<file path="src/sps_pkg.sv">
// Package for the stepper phase sequencer: word types, command codes, constants,
// and the coil phase tables. It depends on nothing else.
package sps_pkg;

  // Register widths and limits.
  localparam int SPR_W = 14;
  localparam int DELAY_W = 16;
  localparam int CFG_DATA_W = 16;
  localparam int CFG_INDEX_W = 2;
  localparam logic [SPR_W-1:0] MAX_STEPS_PER_REV = 14'd8192;
  localparam logic [SPR_W-1:0] SPR_RESET = 14'd2048;
  localparam logic [DELAY_W-1:0] DELAY_RESET = 16'd3500;

  // Register indexes on the configuration port.
  localparam logic [CFG_INDEX_W-1:0] CFG_HALF_STEP = 2'd0;
  localparam logic [CFG_INDEX_W-1:0] CFG_STEPS_PER_REV = 2'd1;
  localparam logic [CFG_INDEX_W-1:0] CFG_PHASE_DELAY = 2'd2;

  // Move conversion: steps = |angle| * spr / 36000. The product is at most 2^36.
  // As 36000 = 32 * 1125, the product drops its five low bits (at most 2^31 is
  // left) and is then multiplied by ceil(2^41 / 1125) and shifted down by 41.
  // The rounding error of the reciprocal is 823/2^41 per unit, which keeps the
  // quotient exact up to 2^31; the quotient stays below 2^21.
  localparam int ANGLE_W = 24;
  localparam int MAG_W = 24;
  localparam int PROD_W = 37;
  localparam int PRE_SHIFT = 5;
  localparam int PRE_W = PROD_W - PRE_SHIFT;
  localparam int RECIP_W = 31;
  localparam logic [RECIP_W-1:0] STEP_RECIP = 31'd1954687339;
  localparam int RECIP_SHIFT = 41;
  localparam int RPROD_W = PRE_W + RECIP_W;
  localparam int QUOT_W = 21;
  localparam int STEPS_W = 22;

  // Sweep span = floor(spr * 11 / 36), by reciprocal: exact for spr*11 < 209715.
  localparam int SPAN_W = 12;
  localparam int SPAN_Y_W = 17;
  localparam logic [SPAN_Y_W-1:0] SPAN_RECIP = 17'd116509;
  localparam int SPAN_SHIFT = 22;

  localparam int HOLD_W = 16;
  localparam int PHASE_W = 3;
  localparam int TRIGGER_TICKS = 500;
  localparam int PULSE_W = $clog2(TRIGGER_TICKS + 1);

  typedef enum logic [2:0] {
    OP_TICK     = 3'd0,
    OP_MOVE     = 3'd1,
    OP_ROT_CW   = 3'd2,
    OP_ROT_CCW  = 3'd3,
    OP_SWEEP    = 3'd4,
    OP_TRIGGER  = 3'd5,
    OP_LASER    = 3'd6
  } op_t;

  typedef enum logic [2:0] {
    CMD_TICK,
    CMD_MOVE,
    CMD_ROTATE,
    CMD_SWEEP,
    CMD_TRIGGER,
    CMD_LASER,
    CMD_NOP
  } cmd_kind_t;

  typedef enum logic [1:0] {
    MOTION_IDLE   = 2'd0,
    MOTION_MOVE   = 2'd1,
    MOTION_ROTATE = 2'd2,
    MOTION_SWEEP  = 2'd3
  } motion_t;

  typedef enum logic [1:0] {
    FR_IDLE,
    FR_MUL,
    FR_DIV,
    FR_PUSH
  } front_state_t;

  typedef struct packed {
    logic [2:0]                op;
    logic signed [ANGLE_W-1:0] angle;
    logic                      laser_on;
  } in_word_t;

  typedef struct packed {
    logic [3:0] coil_drive;
    logic       laser_out;
    logic       trigger_out;
    logic       busy_res;
    logic       ack;
  } res_word_t;

  // A classified command as it travels from the front to the back.
  typedef struct packed {
    cmd_kind_t          kind;
    logic               rev;
    logic               laser_on;
    logic [QUOT_W-1:0]  steps;
  } cmd_t;

  localparam logic [3:0] FULL_TAB [4] = '{4'd1, 4'd2, 4'd4, 4'd8};
  localparam logic [3:0] HALF_TAB [8] = '{4'd1, 4'd3, 4'd2, 4'd6,
                                          4'd4, 4'd12, 4'd8, 4'd9};

  function automatic logic [3:0] coil_lookup(input logic half, input logic [PHASE_W-1:0] idx);
    logic [3:0] c;
    c = half ? HALF_TAB[idx] : FULL_TAB[idx[1:0]];
    return c;
  endfunction

  function automatic logic [SPR_W-1:0] spr_limit(input logic [SPR_W-1:0] s);
    logic [SPR_W-1:0] r;
    r = (s > MAX_STEPS_PER_REV) ? MAX_STEPS_PER_REV : s;
    return r;
  endfunction

endpackage

</file>
<file path="src/sps_front.sv">
// Front end of the stepper phase sequencer: accepts input words, classifies them,
// and converts move angles to step counts. Depends on sps_pkg.
module sps_front import sps_pkg::*; (
  input  logic             clk,
  input  logic             rst,
  input  logic             push,
  output logic             full,
  input  in_word_t         item,
  input  logic [SPR_W-1:0] steps_per_rev,
  input  logic             q_full,
  output logic             q_push,
  output cmd_t             q_data
);

  front_state_t state;
  front_state_t state_next;

  logic [MAG_W-1:0]     mag;
  logic [SPR_W-1:0]     spr;
  logic                 neg;
  logic [PRE_W-1:0]     pre;
  logic [QUOT_W-1:0]    quot;

  logic [PROD_W-1:0]    prod;
  logic [RPROD_W-1:0]   rprod;
  cmd_t                 cls;
  logic                 is_move;
  logic                 accept;

  // Classification of the incoming word.
  always_comb begin
    cls = '{kind: CMD_NOP, rev: 1'b0, laser_on: item.laser_on, steps: '0};
    is_move = 1'b0;
    unique case (op_t'(item.op))
      OP_TICK:    cls.kind = CMD_TICK;
      OP_MOVE:    is_move = 1'b1;
      OP_ROT_CW:  cls.kind = CMD_ROTATE;
      OP_ROT_CCW: begin
        cls.kind = CMD_ROTATE;
        cls.rev = 1'b1;
      end
      OP_SWEEP:   cls.kind = CMD_SWEEP;
      OP_TRIGGER: cls.kind = CMD_TRIGGER;
      OP_LASER:   cls.kind = CMD_LASER;
      default:    cls.kind = CMD_NOP;
    endcase
  end

  assign accept = push && !full;
  assign prod = PROD_W'(mag) * PROD_W'(spr);
  // Division by 1125 of the product without its five low bits, by reciprocal.
  assign rprod = RPROD_W'(pre) * RPROD_W'(STEP_RECIP);

  // Next state.
  always_comb begin
    state_next = state;
    unique case (state)
      FR_IDLE: begin
        if (accept && is_move) state_next = FR_MUL;
      end
      FR_MUL:  state_next = FR_DIV;
      FR_DIV:  state_next = FR_PUSH;
      FR_PUSH: begin
        if (!q_full) state_next = FR_IDLE;
      end
      default: state_next = FR_IDLE;
    endcase
  end

  // Outputs.
  always_comb begin
    full = 1'b1;
    q_push = 1'b0;
    q_data = cls;
    unique case (state)
      FR_IDLE: begin
        full = q_full;
        q_push = push && !q_full && !is_move;
      end
      FR_PUSH: begin
        q_push = !q_full;
        q_data = '{kind: CMD_MOVE, rev: neg, laser_on: 1'b0, steps: quot};
      end
      default: ;
    endcase
  end

  always_ff @(posedge clk) begin
    if (rst) begin
      state <= FR_IDLE;
    end else begin
      state <= state_next;
    end
  end

  // Latch the angle, multiply by steps per revolution, then divide by 36000.
  always_ff @(posedge clk) begin
    unique case (state)
      FR_IDLE: begin
        neg <= item.angle[ANGLE_W-1];
        mag <= item.angle[ANGLE_W-1] ? MAG_W'(-item.angle) : MAG_W'(item.angle);
        spr <= spr_limit(steps_per_rev);
      end
      FR_MUL:  pre <= prod[PROD_W-1:PRE_SHIFT];
      FR_DIV:  quot <= rprod[RECIP_SHIFT +: QUOT_W];
      default: ;
    endcase
  end

endmodule

</file>
<file path="src/sps_cmdq.sv">
// Two-entry command queue between the front and back of the stepper phase
// sequencer. Depends on sps_pkg.
module sps_cmdq import sps_pkg::*; (
  input  logic clk,
  input  logic rst,
  input  logic q_push,
  input  cmd_t q_data,
  output logic q_full,
  input  logic q_pop,
  output logic q_empty,
  output cmd_t q_head
);

  cmd_t       mem [2];
  logic       wr_ptr;
  logic       rd_ptr;
  logic [1:0] count;
  logic       do_push;
  logic       do_pop;

  assign q_full = count == 2'd2;
  assign q_empty = count == 2'd0;
  assign q_head = mem[rd_ptr];
  assign do_push = q_push && !q_full;
  assign do_pop = q_pop && !q_empty;

  always_ff @(posedge clk) begin
    if (rst) begin
      wr_ptr <= 1'b0;
      rd_ptr <= 1'b0;
      count <= 2'd0;
    end else begin
      if (do_push) wr_ptr <= !wr_ptr;
      if (do_pop) rd_ptr <= !rd_ptr;
      if (do_push && !do_pop) count <= count + 2'd1;
      else if (do_pop && !do_push) count <= count - 2'd1;
    end
  end

  always_ff @(posedge clk) begin
    if (do_push) mem[wr_ptr] <= q_data;
  end

endmodule

</file>
<file path="src/sps_back.sv">
// Back end of the stepper phase sequencer: motion state, phase tables, trigger
// and laser, and a two-entry result queue. Depends on sps_pkg.
module sps_back import sps_pkg::*; (
  input  logic               clk,
  input  logic               rst,
  input  logic               half_step_mode,
  input  logic [SPR_W-1:0]   steps_per_rev,
  input  logic [DELAY_W-1:0] phase_delay,
  input  logic               cmd_empty,
  input  cmd_t               cmd,
  output logic               cmd_pop,
  output logic               empty,
  input  logic               pop,
  output res_word_t          result
);

  motion_t             mode;
  logic                rev;
  logic [PHASE_W-1:0]  phase;
  logic [STEPS_W-1:0]  steps_left;
  logic [SPAN_W-1:0]   passes;
  logic [HOLD_W-1:0]   hold;
  logic [3:0]          coil;
  logic                laser;
  logic [PULSE_W-1:0]  pulse;
  logic [SPAN_W-1:0]   span;

  motion_t             mode_next;
  logic                rev_next;
  logic [PHASE_W-1:0]  phase_next;
  logic [STEPS_W-1:0]  steps_next;
  logic [SPAN_W-1:0]   passes_next;
  logic [HOLD_W-1:0]   hold_next;
  logic [3:0]          coil_next;
  logic                laser_next;
  logic [PULSE_W-1:0]  pulse_next;
  logic                ack;

  logic [PHASE_W-1:0]  mask;
  logic [PHASE_W-1:0]  p;
  logic [PHASE_W-1:0]  load_idx;
  logic                load;
  logic [STEPS_W-1:0]  steps_dec;
  logic [SPAN_W-1:0]   passes_inc;
  logic [SPAN_Y_W-1:0] span_y;
  logic [SPAN_Y_W+SPAN_Y_W-1:0] span_prod;

  res_word_t           res_mem [2];
  logic                wr_ptr;
  logic                rd_ptr;
  logic [1:0]          count;
  logic                fire;
  logic                do_pop;

  // Sweep span follows cfg; user changes it only while block idle; unenforced.
  assign span_y = (SPAN_Y_W'(spr_limit(steps_per_rev)) << 3)
                + (SPAN_Y_W'(spr_limit(steps_per_rev)) << 1)
                + SPAN_Y_W'(spr_limit(steps_per_rev));
  assign span_prod = (SPAN_Y_W+SPAN_Y_W)'(span_y) * (SPAN_Y_W+SPAN_Y_W)'(SPAN_RECIP);

  always_ff @(posedge clk) begin
    span <= span_prod[SPAN_SHIFT +: SPAN_W];
  end

  assign mask = half_step_mode ? 3'd7 : 3'd3;
  assign p = phase & mask;
  assign steps_dec = (steps_left != '0) ? steps_left - STEPS_W'(1) : steps_left;
  assign passes_inc = passes + SPAN_W'(1);

  always_comb begin
    mode_next = mode;
    rev_next = rev;
    phase_next = phase;
    steps_next = steps_left;
    passes_next = passes;
    hold_next = hold;
    coil_next = coil;
    laser_next = laser;
    pulse_next = pulse;
    ack = 1'b1;
    load = 1'b0;
    load_idx = '0;
    case (cmd.kind)
      CMD_TICK: begin
        ack = 1'b0;
        if (pulse != '0) pulse_next = pulse - PULSE_W'(1);
        if (mode != MOTION_IDLE) begin
          if (hold > HOLD_W'(1)) begin
            hold_next = hold - HOLD_W'(1);
          end else begin
            hold_next = '0;
            load_idx = (p + PHASE_W'(1)) & mask;
            if (mode == MOTION_MOVE) begin
              steps_next = steps_dec;
              if (steps_dec == '0) mode_next = MOTION_IDLE;
              else load = 1'b1;
            end else begin
              load = 1'b1;
              if (mode == MOTION_SWEEP && p == mask) begin
                if (passes_inc >= span) begin
                  rev_next = !rev;
                  passes_next = '0;
                end else begin
                  passes_next = passes_inc;
                end
              end
            end
          end
        end
      end
      CMD_MOVE: begin
        if (cmd.steps == '0) begin
          mode_next = MOTION_IDLE;
          coil_next = 4'd0;
          steps_next = '0;
          hold_next = '0;
        end else begin
          mode_next = MOTION_MOVE;
          rev_next = cmd.rev;
          passes_next = '0;
          steps_next = STEPS_W'(cmd.steps);
          load = 1'b1;
        end
      end
      CMD_ROTATE: begin
        mode_next = MOTION_ROTATE;
        rev_next = cmd.rev;
        passes_next = '0;
        steps_next = '0;
        load = 1'b1;
      end
      CMD_SWEEP: begin
        mode_next = MOTION_SWEEP;
        rev_next = 1'b1;
        passes_next = '0;
        steps_next = '0;
        load = 1'b1;
      end
      CMD_TRIGGER: pulse_next = PULSE_W'(TRIGGER_TICKS);
      CMD_LASER:   laser_next = cmd.laser_on;
      default:     ack = 1'b0;
    endcase
    if (load) begin
      phase_next = load_idx;
      coil_next = coil_lookup(half_step_mode, rev_next ? (mask - load_idx) : load_idx);
      hold_next = phase_delay;
    end
  end

  assign do_pop = pop && !empty;
  assign fire = !cmd_empty && (count != 2'd2 || do_pop);
  assign cmd_pop = fire;
  assign empty = count == 2'd0;
  assign result = res_mem[rd_ptr];

  always_ff @(posedge clk) begin
    if (rst) begin
      mode <= MOTION_IDLE;
      rev <= 1'b0;
      phase <= '0;
      steps_left <= '0;
      passes <= '0;
      hold <= '0;
      coil <= 4'd0;
      laser <= 1'b0;
      pulse <= '0;
      wr_ptr <= 1'b0;
      rd_ptr <= 1'b0;
      count <= 2'd0;
    end else begin
      if (fire) begin
        mode <= mode_next;
        rev <= rev_next;
        phase <= phase_next;
        steps_left <= steps_next;
        passes <= passes_next;
        hold <= hold_next;
        coil <= coil_next;
        laser <= laser_next;
        pulse <= pulse_next;
        wr_ptr <= !wr_ptr;
      end
      if (do_pop) rd_ptr <= !rd_ptr;
      if (fire && !do_pop) count <= count + 2'd1;
      else if (do_pop && !fire) count <= count - 2'd1;
    end
  end

  always_ff @(posedge clk) begin
    if (fire) begin
      res_mem[wr_ptr] <= '{coil_drive: coil_next, laser_out: laser_next,
                           trigger_out: pulse_next != '0,
                           busy_res: mode_next != MOTION_IDLE, ack: ack};
    end
  end

endmodule

</file>
<file path="src/stepper_phase_sequencer.sv">
// Top level of the stepper phase sequencer: configuration registers and the
// front, command queue and back. Depends on sps_pkg, sps_front, sps_cmdq, sps_back.
//
// This block sequences the four coils of a unipolar stepper motor. Every input word
// gives exactly one result word, in order. A tick word stands for one microsecond;
// each phase of the full-step (four-phase) or half-step (eight-phase) table is held
// for phase_delay ticks. Command words start a move by an angle in hundredths of a
// degree, continuous rotation, or a sweep, or they fire the trigger pulse (high for
// 500 ticks including the command word) or set the laser. Tick and all non-move words
// are taken at one per clock, also while earlier results wait to be popped, until the
// two-word result queue and the two-entry command queue are both full. A move word
// passes through the front states in order: it is latched, the angle is multiplied
// by steps-per-revolution, the product is divided by 36000 as a reciprocal multiply,
// and the step count is handed on, which waits while the command queue is full; the
// input reports full after the latch until the count is handed on. Each result passes
// through the command queue and then the result queue. The user must write registers
// through the cfg port only while the block is idle; the block does not enforce this.

module stepper_phase_sequencer import sps_pkg::*; (
  input  logic                   clk,
  input  logic                   rst,
  input  logic                   push,
  output logic                   full,
  input  in_word_t               item,
  output logic                   empty,
  input  logic                   pop,
  output res_word_t              result,
  input  logic                   cfg_we,
  input  logic [CFG_INDEX_W-1:0] cfg_index,
  input  logic [CFG_DATA_W-1:0]  cfg_data
);

  logic               half_step_mode;
  logic [SPR_W-1:0]   steps_per_rev;
  logic [DELAY_W-1:0] phase_delay;

  logic q_push;
  cmd_t q_data;
  logic q_full;
  logic cmd_pop;
  logic cmd_empty;
  cmd_t cmd_head;

  // Configuration registers; a write to an index beyond the list is ignored.
  always_ff @(posedge clk) begin
    if (rst) begin
      half_step_mode <= 1'b0;
      steps_per_rev <= SPR_RESET;
      phase_delay <= DELAY_RESET;
    end else if (cfg_we) begin
      case (cfg_index)
        CFG_HALF_STEP:     half_step_mode <= cfg_data[0];
        CFG_STEPS_PER_REV: steps_per_rev <= cfg_data[SPR_W-1:0];
        CFG_PHASE_DELAY:   phase_delay <= cfg_data[DELAY_W-1:0];
        default: ;
      endcase
    end
  end

  // The front classifies words and converts move angles to step counts.
  sps_front u_front (
    .clk           (clk),
    .rst           (rst),
    .push          (push),
    .full          (full),
    .item          (item),
    .steps_per_rev (steps_per_rev),
    .q_full        (q_full),
    .q_push        (q_push),
    .q_data        (q_data)
  );

  // A short queue lets the front keep going while the result side stalls.
  sps_cmdq u_cmdq (
    .clk     (clk),
    .rst     (rst),
    .q_push  (q_push),
    .q_data  (q_data),
    .q_full  (q_full),
    .q_pop   (cmd_pop),
    .q_empty (cmd_empty),
    .q_head  (cmd_head)
  );

  // The back carries out one command per cycle while its result queue has room.
  sps_back u_back (
    .clk            (clk),
    .rst            (rst),
    .half_step_mode (half_step_mode),
    .steps_per_rev  (steps_per_rev),
    .phase_delay    (phase_delay),
    .cmd_empty      (cmd_empty),
    .cmd            (cmd_head),
    .cmd_pop        (cmd_pop),
    .empty          (empty),
    .pop            (pop),
    .result         (result)
  );

  // A move word keeps the front busy for its conversion, so the next cycle is full.
  a_move_blocks: assert property (@(posedge clk) disable iff (rst)
    push && !full && item.op == OP_MOVE |=> full)
    else $error("move accepted but front did not block the input");

  // The back never takes a command from an empty queue.
  a_no_pop_empty: assert property (@(posedge clk) disable iff (rst)
    cmd_pop |-> !cmd_empty)
    else $error("back popped an empty command queue");

  // The front never offers a command while the queue is full.
  a_no_push_full: assert property (@(posedge clk) disable iff (rst)
    q_push |-> !q_full)
    else $error("front pushed into a full command queue");

  // A converted step count never exceeds the quotient range of the divider.
  a_steps_range: assert property (@(posedge clk) disable iff (rst)
    q_push && q_data.kind == CMD_MOVE |-> q_data.steps <= QUOT_W'(1908874))
    else $error("move step count out of range");

endmodule

</file>
<file path="config.mk">
export PLATFORM = sky130hd
export DESIGN_NAME = stepper_phase_sequencer
export DESIGN_NICKNAME = d
export VERILOG_FILES = /design/src/sps_pkg.sv /design/src/sps_front.sv /design/src/sps_cmdq.sv /design/src/sps_back.sv /design/src/stepper_phase_sequencer.sv
export SDC_FILE = /design/constraint.sdc
export NUM_CORES = 2
export LEC_CHECK = 0
export CORE_AREA = 2 2 286 288
export DETAILED_ROUTE_END_ITERATION = 16
export DIE_AREA = 0 0 288 290
export DONT_BUFFER_PORTS = 1
export MAX_ROUTING_LAYER = met4
export PLACE_DENSITY_LB_ADDON = 0.08
export REMOVE_ABC_BUFFERS = 1
export SYNTH_ARGS = -nofsm -noshare
export SYNTH_HDL_FRONTEND = slang
export SYNTH_HIERARCHICAL = 1
export SYNTH_SLANG_ARGS = --single-unit
</file>
<file path="constraint.sdc">
create_clock -name clk -period 8.94 [get_ports clk]
set_clock_uncertainty 0.1 [all_clocks]
set_input_delay 0.894 -clock clk [delete_from_list [all_inputs] [get_ports clk]]
set_output_delay 0.894 -clock clk [all_outputs]
set_load 0.01 [all_outputs]
</file>
==> metrics.txt <==
# TYPE chip_impl_metric gauge
chip_impl_metric{name="final_net_count",unit=""} 5861
chip_impl_metric{name="flow.area_growth_from_synthesis",unit="%"} 6.06
chip_impl_metric{name="placedInstanceArea",unit="um^2"} 45400
chip_impl_info{name="outcome",value="finished clean"} 1
chip_impl_metric{name="ys_warn_count",unit=""} 6
chip_impl_metric{name="synth_area",unit="um^2"} 44000
chip_impl_metric{name="clock_tree.htree_level_count",unit=""} 2
chip_impl_metric{name="drv_cap",unit=""} 0
chip_impl_metric{name="maximum_number_of_pins_on_one_net_before_global_route_repair",unit=""} 136
chip_impl_metric{name="max_stage_delay",unit="ns"} 0.53
chip_impl_info{name="synth_top_cells_by_count",value="sky130_fd_sc_hd__inv_1, sky130_fd_sc_hd__ha_1, sky130_fd_sc_hd__fa_1, sky130_fd_sc_hd__nand2_1, sky130_fd_sc_hd__nor2_1"} 1
chip_impl_metric{name="multiInputGateArea",unit="um^2"} 32600
chip_impl_metric{name="clk_transition_reported_paths",unit="ns"} 0.05
chip_impl_metric{name="die_height",unit="um"} 290
chip_impl_metric{name="layout.cells.non_filler",unit=""} 5578
chip_impl_metric{name="layout.core_utilization",unit="%"} 58.2
chip_impl_info{name="cp_max_delay_cell",value="sky130_fd_sc_hd__fa_1"} 1
chip_impl_metric{name="floorplan.rows",unit=""} 104
chip_impl_metric{name="max_slew.worst_pin.slew",unit="ns"} 1.13
chip_impl_metric{name="crit_required",unit="ns"} 9.28
chip_impl_metric{name="drive_above_1_share",unit="%"} 5.05
chip_impl_metric{name="grt_antenna_before_repair",unit=""} 8
chip_impl_info{name="tritoncts",value="done"} 1
chip_impl_metric{name="grt_overflow_total",unit=""} 0
chip_impl_metric{name="detail_route.iter0.violations",unit=""} 1647
chip_impl_metric{name="grt_first_pass_wirelength",unit="mm"} 174
chip_impl_info{name="ys.flop_type",value="sky130_fd_sc_hd__edfxtp_1"} 1
chip_impl_metric{name="timing.final.crit_share",unit="%"} 94.9
chip_impl_metric{name="max_clock_freq",unit="MHz"} 118
chip_impl_metric{name="gp_routability_congestion",unit=""} 0.946
chip_impl_metric{name="nFillCells",unit=""} 7223
chip_impl_metric{name="core_area",unit="um^2"} 80200
chip_impl_metric{name="post-synth-top-area-fraction",unit="%"} 29.9
chip_impl_metric{name="post_synth.cell_area_avg",unit="um^2"} 9.77
chip_impl_info{name="critical-path-top-delay-family",value="adder cells"} 1
chip_impl_metric{name="dp.final_hpwl",unit="mm"} 87.7
chip_impl_metric{name="area_occupied_by_registers",unit="um^2"} 7310
chip_impl_info{name="netlist_top_cells_area",value="sky130_fd_sc_hd__fa_1, sky130_fd_sc_hd__ha_1, sky130_fd_sc_hd__edfxtp_1, sky130_fd_sc_hd__inv_1, sky130_fd_sc_hd__dfxtp_1"} 1
chip_impl_metric{name="synth_async_sr_flop_share",unit="%"} 0
chip_impl_metric{name="cts_made_buffers",unit=""} 35
chip_impl_metric{name="finalCriticalPeriod",unit="ns"} 8.48
chip_impl_metric{name="drt-wirelength-per-cell",unit="um"} 19.2
chip_impl_metric{name="routed_wire_length",unit="mm"} 107
chip_impl_info{name="crit_top_cell",value="sky130_fd_sc_hd__fa_1"} 1
chip_impl_metric{name="clkLatencyLatePin",unit="ns"} 0.56
chip_impl_metric{name="die_w",unit="um"} 288
chip_impl_metric{name="track_usage",unit="%"} 27.4
chip_impl_metric{name="floorplan.die_area",unit="um^2"} 83500
chip_impl_metric{name="yosysUniqueCellTypes",unit=""} 104
chip_impl_metric{name="postSynthRegisterBits",unit=""} 285
chip_impl_metric{name="synthCells",unit=""} 4506
chip_impl_metric{name="cts_hold_buffers",unit=""} 0
chip_impl_metric{name="setup-violations-final",unit=""} 0
chip_impl_info{name="timing.critical_path.from_type",value="flop"} 1
chip_impl_metric{name="drt-pass1-iter-count",unit=""} 5
chip_impl_metric{name="relSlewSlack",unit="%"} 24.5
chip_impl_info{name="post-synth-top-area-cell",value="sky130_fd_sc_hd__fa_1"} 1
chip_impl_metric{name="initial_core_util",unit="%"} 54.9
chip_impl_metric{name="first_global_vias",unit=""} 32030
chip_impl_info{name="cts-root-buf",value="sky130_fd_sc_hd__clkbuf_16"} 1
chip_impl_metric{name="report.final.slew_viol_count",unit=""} 0
chip_impl_metric{name="vias",unit=""} 30688
chip_impl_metric{name="cp.buffers_inverters",unit=""} 7
chip_impl_metric{name="io-pin-count",unit=""} 61
chip_impl_metric{name="synth-seq-area-share",unit="%"} 16.6
chip_impl_metric{name="layout.cell_area.non_filler",unit="um^2"} 46700
chip_impl_info{name="kind_of_end_point_of_the_critical_path",value="flop"} 1
chip_impl_metric{name="synth_enable_flop_cells",unit=""} 160
chip_impl_info{name="crit_type",value="reg -> reg"} 1
chip_impl_info{name="yosysMostFrequentCell",value="sky130_fd_sc_hd__inv_1"} 1
chip_impl_metric{name="detail_route.drc_violations",unit=""} 0
chip_impl_metric{name="drtAntennaViolNets",unit=""} 0
chip_impl_metric{name="finalHoldViolCount",unit=""} 0
chip_impl_metric{name="sinks_on_the_clock_net",unit=""} 285
chip_impl_metric{name="clock_tree.buffer_depth",unit=""} 3
chip_impl_metric{name="route.detailed.vias_per_inst",unit=""} 5.50
chip_impl_metric{name="worst-path-max-fanout",unit=""} 5
chip_impl_metric{name="arrival",unit="ns"} 8.82
chip_impl_metric{name="placed_cells",unit=""} 5509
chip_impl_metric{name="buffers_added_on_ports",unit=""} 0
chip_impl_info{name="timing.hold.worst.class",value="in -> reg"} 1
[cells by family (layout without fill, tap and decap cells)]
kind of cell / count (synthesis) / after routing / synth area share (%)
simple gates: 1002 / 1002 / 11.7
mux: 76 / 76 / 1.86
compound gates: 543 / 543 / 8.22
other cells: 0 / 4 / 0
xor+xnor: 162 / 162 / 3.22
fa+ha+maj: 1324 / 1324 / 48.8
flops: 285 / 285 / 16.6
buf+inv: 1114 / 1122 / 9.58
[stage by stage]
stage               setup slack [ns]  setup TNS (ns)  hold WS (ns)
global route                 -0.0476         -0.0476         0.307
floorplan                      0.522               0         0.327
detailed placement            0.0727               0         0.347
finish                         0.456               0         0.329
global placement               0.166               0         0.341
CTS                           0.0800               0         0.300
[cells in the final DEF (no fill, tap or decap), types with 10 or more instances in the layout]
cell type,synthesis,layout
sky130_fd_sc_hd__buf_4,2,71
sky130_fd_sc_hd__mux2i_1,40,40
sky130_fd_sc_hd__nand2b_1,53,53
sky130_fd_sc_hd__or3_1,18,18
sky130_fd_sc_hd__xor2_1,58,58
sky130_fd_sc_hd__inv_1,986,985
sky130_fd_sc_hd__o31ai_1,17,17
sky130_fd_sc_hd__nor2b_1,37,37
sky130_fd_sc_hd__or4_1,13,13
sky130_fd_sc_hd__xnor2_1,104,101
sky130_fd_sc_hd__a31oi_1,15,15
sky130_fd_sc_hd__and2_1,177,176
sky130_fd_sc_hd__a22o_1,10,10
sky130_fd_sc_hd__nand4_1,35,35
sky130_fd_sc_hd__o21ai_0,88,85
sky130_fd_sc_hd__nor4_1,29,26
sky130_fd_sc_hd__o21ai_1,8,10
sky130_fd_sc_hd__and3_1,13,13
sky130_fd_sc_hd__nand3_1,44,44
sky130_fd_sc_hd__mux2_2,35,35
sky130_fd_sc_hd__a211oi_1,30,29
sky130_fd_sc_hd__nor3_1,51,50
sky130_fd_sc_hd__edfxtp_1,160,160
sky130_fd_sc_hd__a21oi_1,158,154
sky130_fd_sc_hd__o21bai_1,17,17
sky130_fd_sc_hd__a21o_1,68,68
sky130_fd_sc_hd__fa_1,657,657
sky130_fd_sc_hd__ha_1,666,665
sky130_fd_sc_hd__a22oi_1,27,27
sky130_fd_sc_hd__dfxtp_1,125,125
sky130_fd_sc_hd__nor2_1,178,176
sky130_fd_sc_hd__clkbuf_16,0,36
sky130_fd_sc_hd__nand2_1,298,296
[layout make-up]
class                   count  area share (%)
clock inverters            20           0.488
repair buffers             71            1.14
multi-input cells        3107            69.9
diodes                      4          0.0214
flip-flops and latches    285            15.7
well taps                1060            2.84
inverters                 987            7.94
clock buffers              44            2.04
[metal layers]
layer	up-vias	global-route usage (%)	routed length (um)
met3	133	4.43	6090
met5	-	-	0
met2	661	44.8	51900
met4	0	6.41	2700
met1	15373	35.8	46300
li1	14521	-	-
[state kept, by name, indices dropped and copies added, names as in the netlist, 2 cells and up, named ones only]
register / cells
phase_delay: 16
steps_per_rev: 14
u_back/coil: 4
u_back/count: 2
u_back/hold: 16
u_back/mode: 2
u_back/passes: 12
u_back/phase: 3
u_back/pulse: 9
u_back/res_mem: 16
u_back/span: 12
u_back/steps_left: 22
u_cmdq/count: 2
u_cmdq/mem: 52
u_front/mag: 24
u_front/pre: 32
u_front/quot: 21
u_front/spr: 14
u_front/state: 2
[what timing repair did]
action,in CTS,in global routing
gates resized for setup,0,25
setup endpoints to repair,0,9
setup buffers,0,1
[worst reg2reg max path: cells and delay by family (launching register included)]
kind	cells	cell delay, ns
AND/OR/NAND/NOR	9	1.50
adder cells (fa/ha/maj)	9	3.93
buffers and inverters	7	0.53
AO/OA/AOI/OAI	9	1.66
flip-flops	1	0.35
XOR/XNOR	2	0.31
[final timing paths]
check                    end              from  slack (ns)  cells past startpoint
max          u_back/span[11]  steps_per_rev[0]        0.46                     36
min              u_front/neg          item[24]        0.33                      0
max reg2reg  u_back/span[11]  steps_per_rev[0]        0.46                     36
min reg2reg     u_back/laser      u_back/laser        0.36                      2
Power is not shown: default switching activity piles up to over one toggle a cycle in this logic, so the estimate is an artifact.
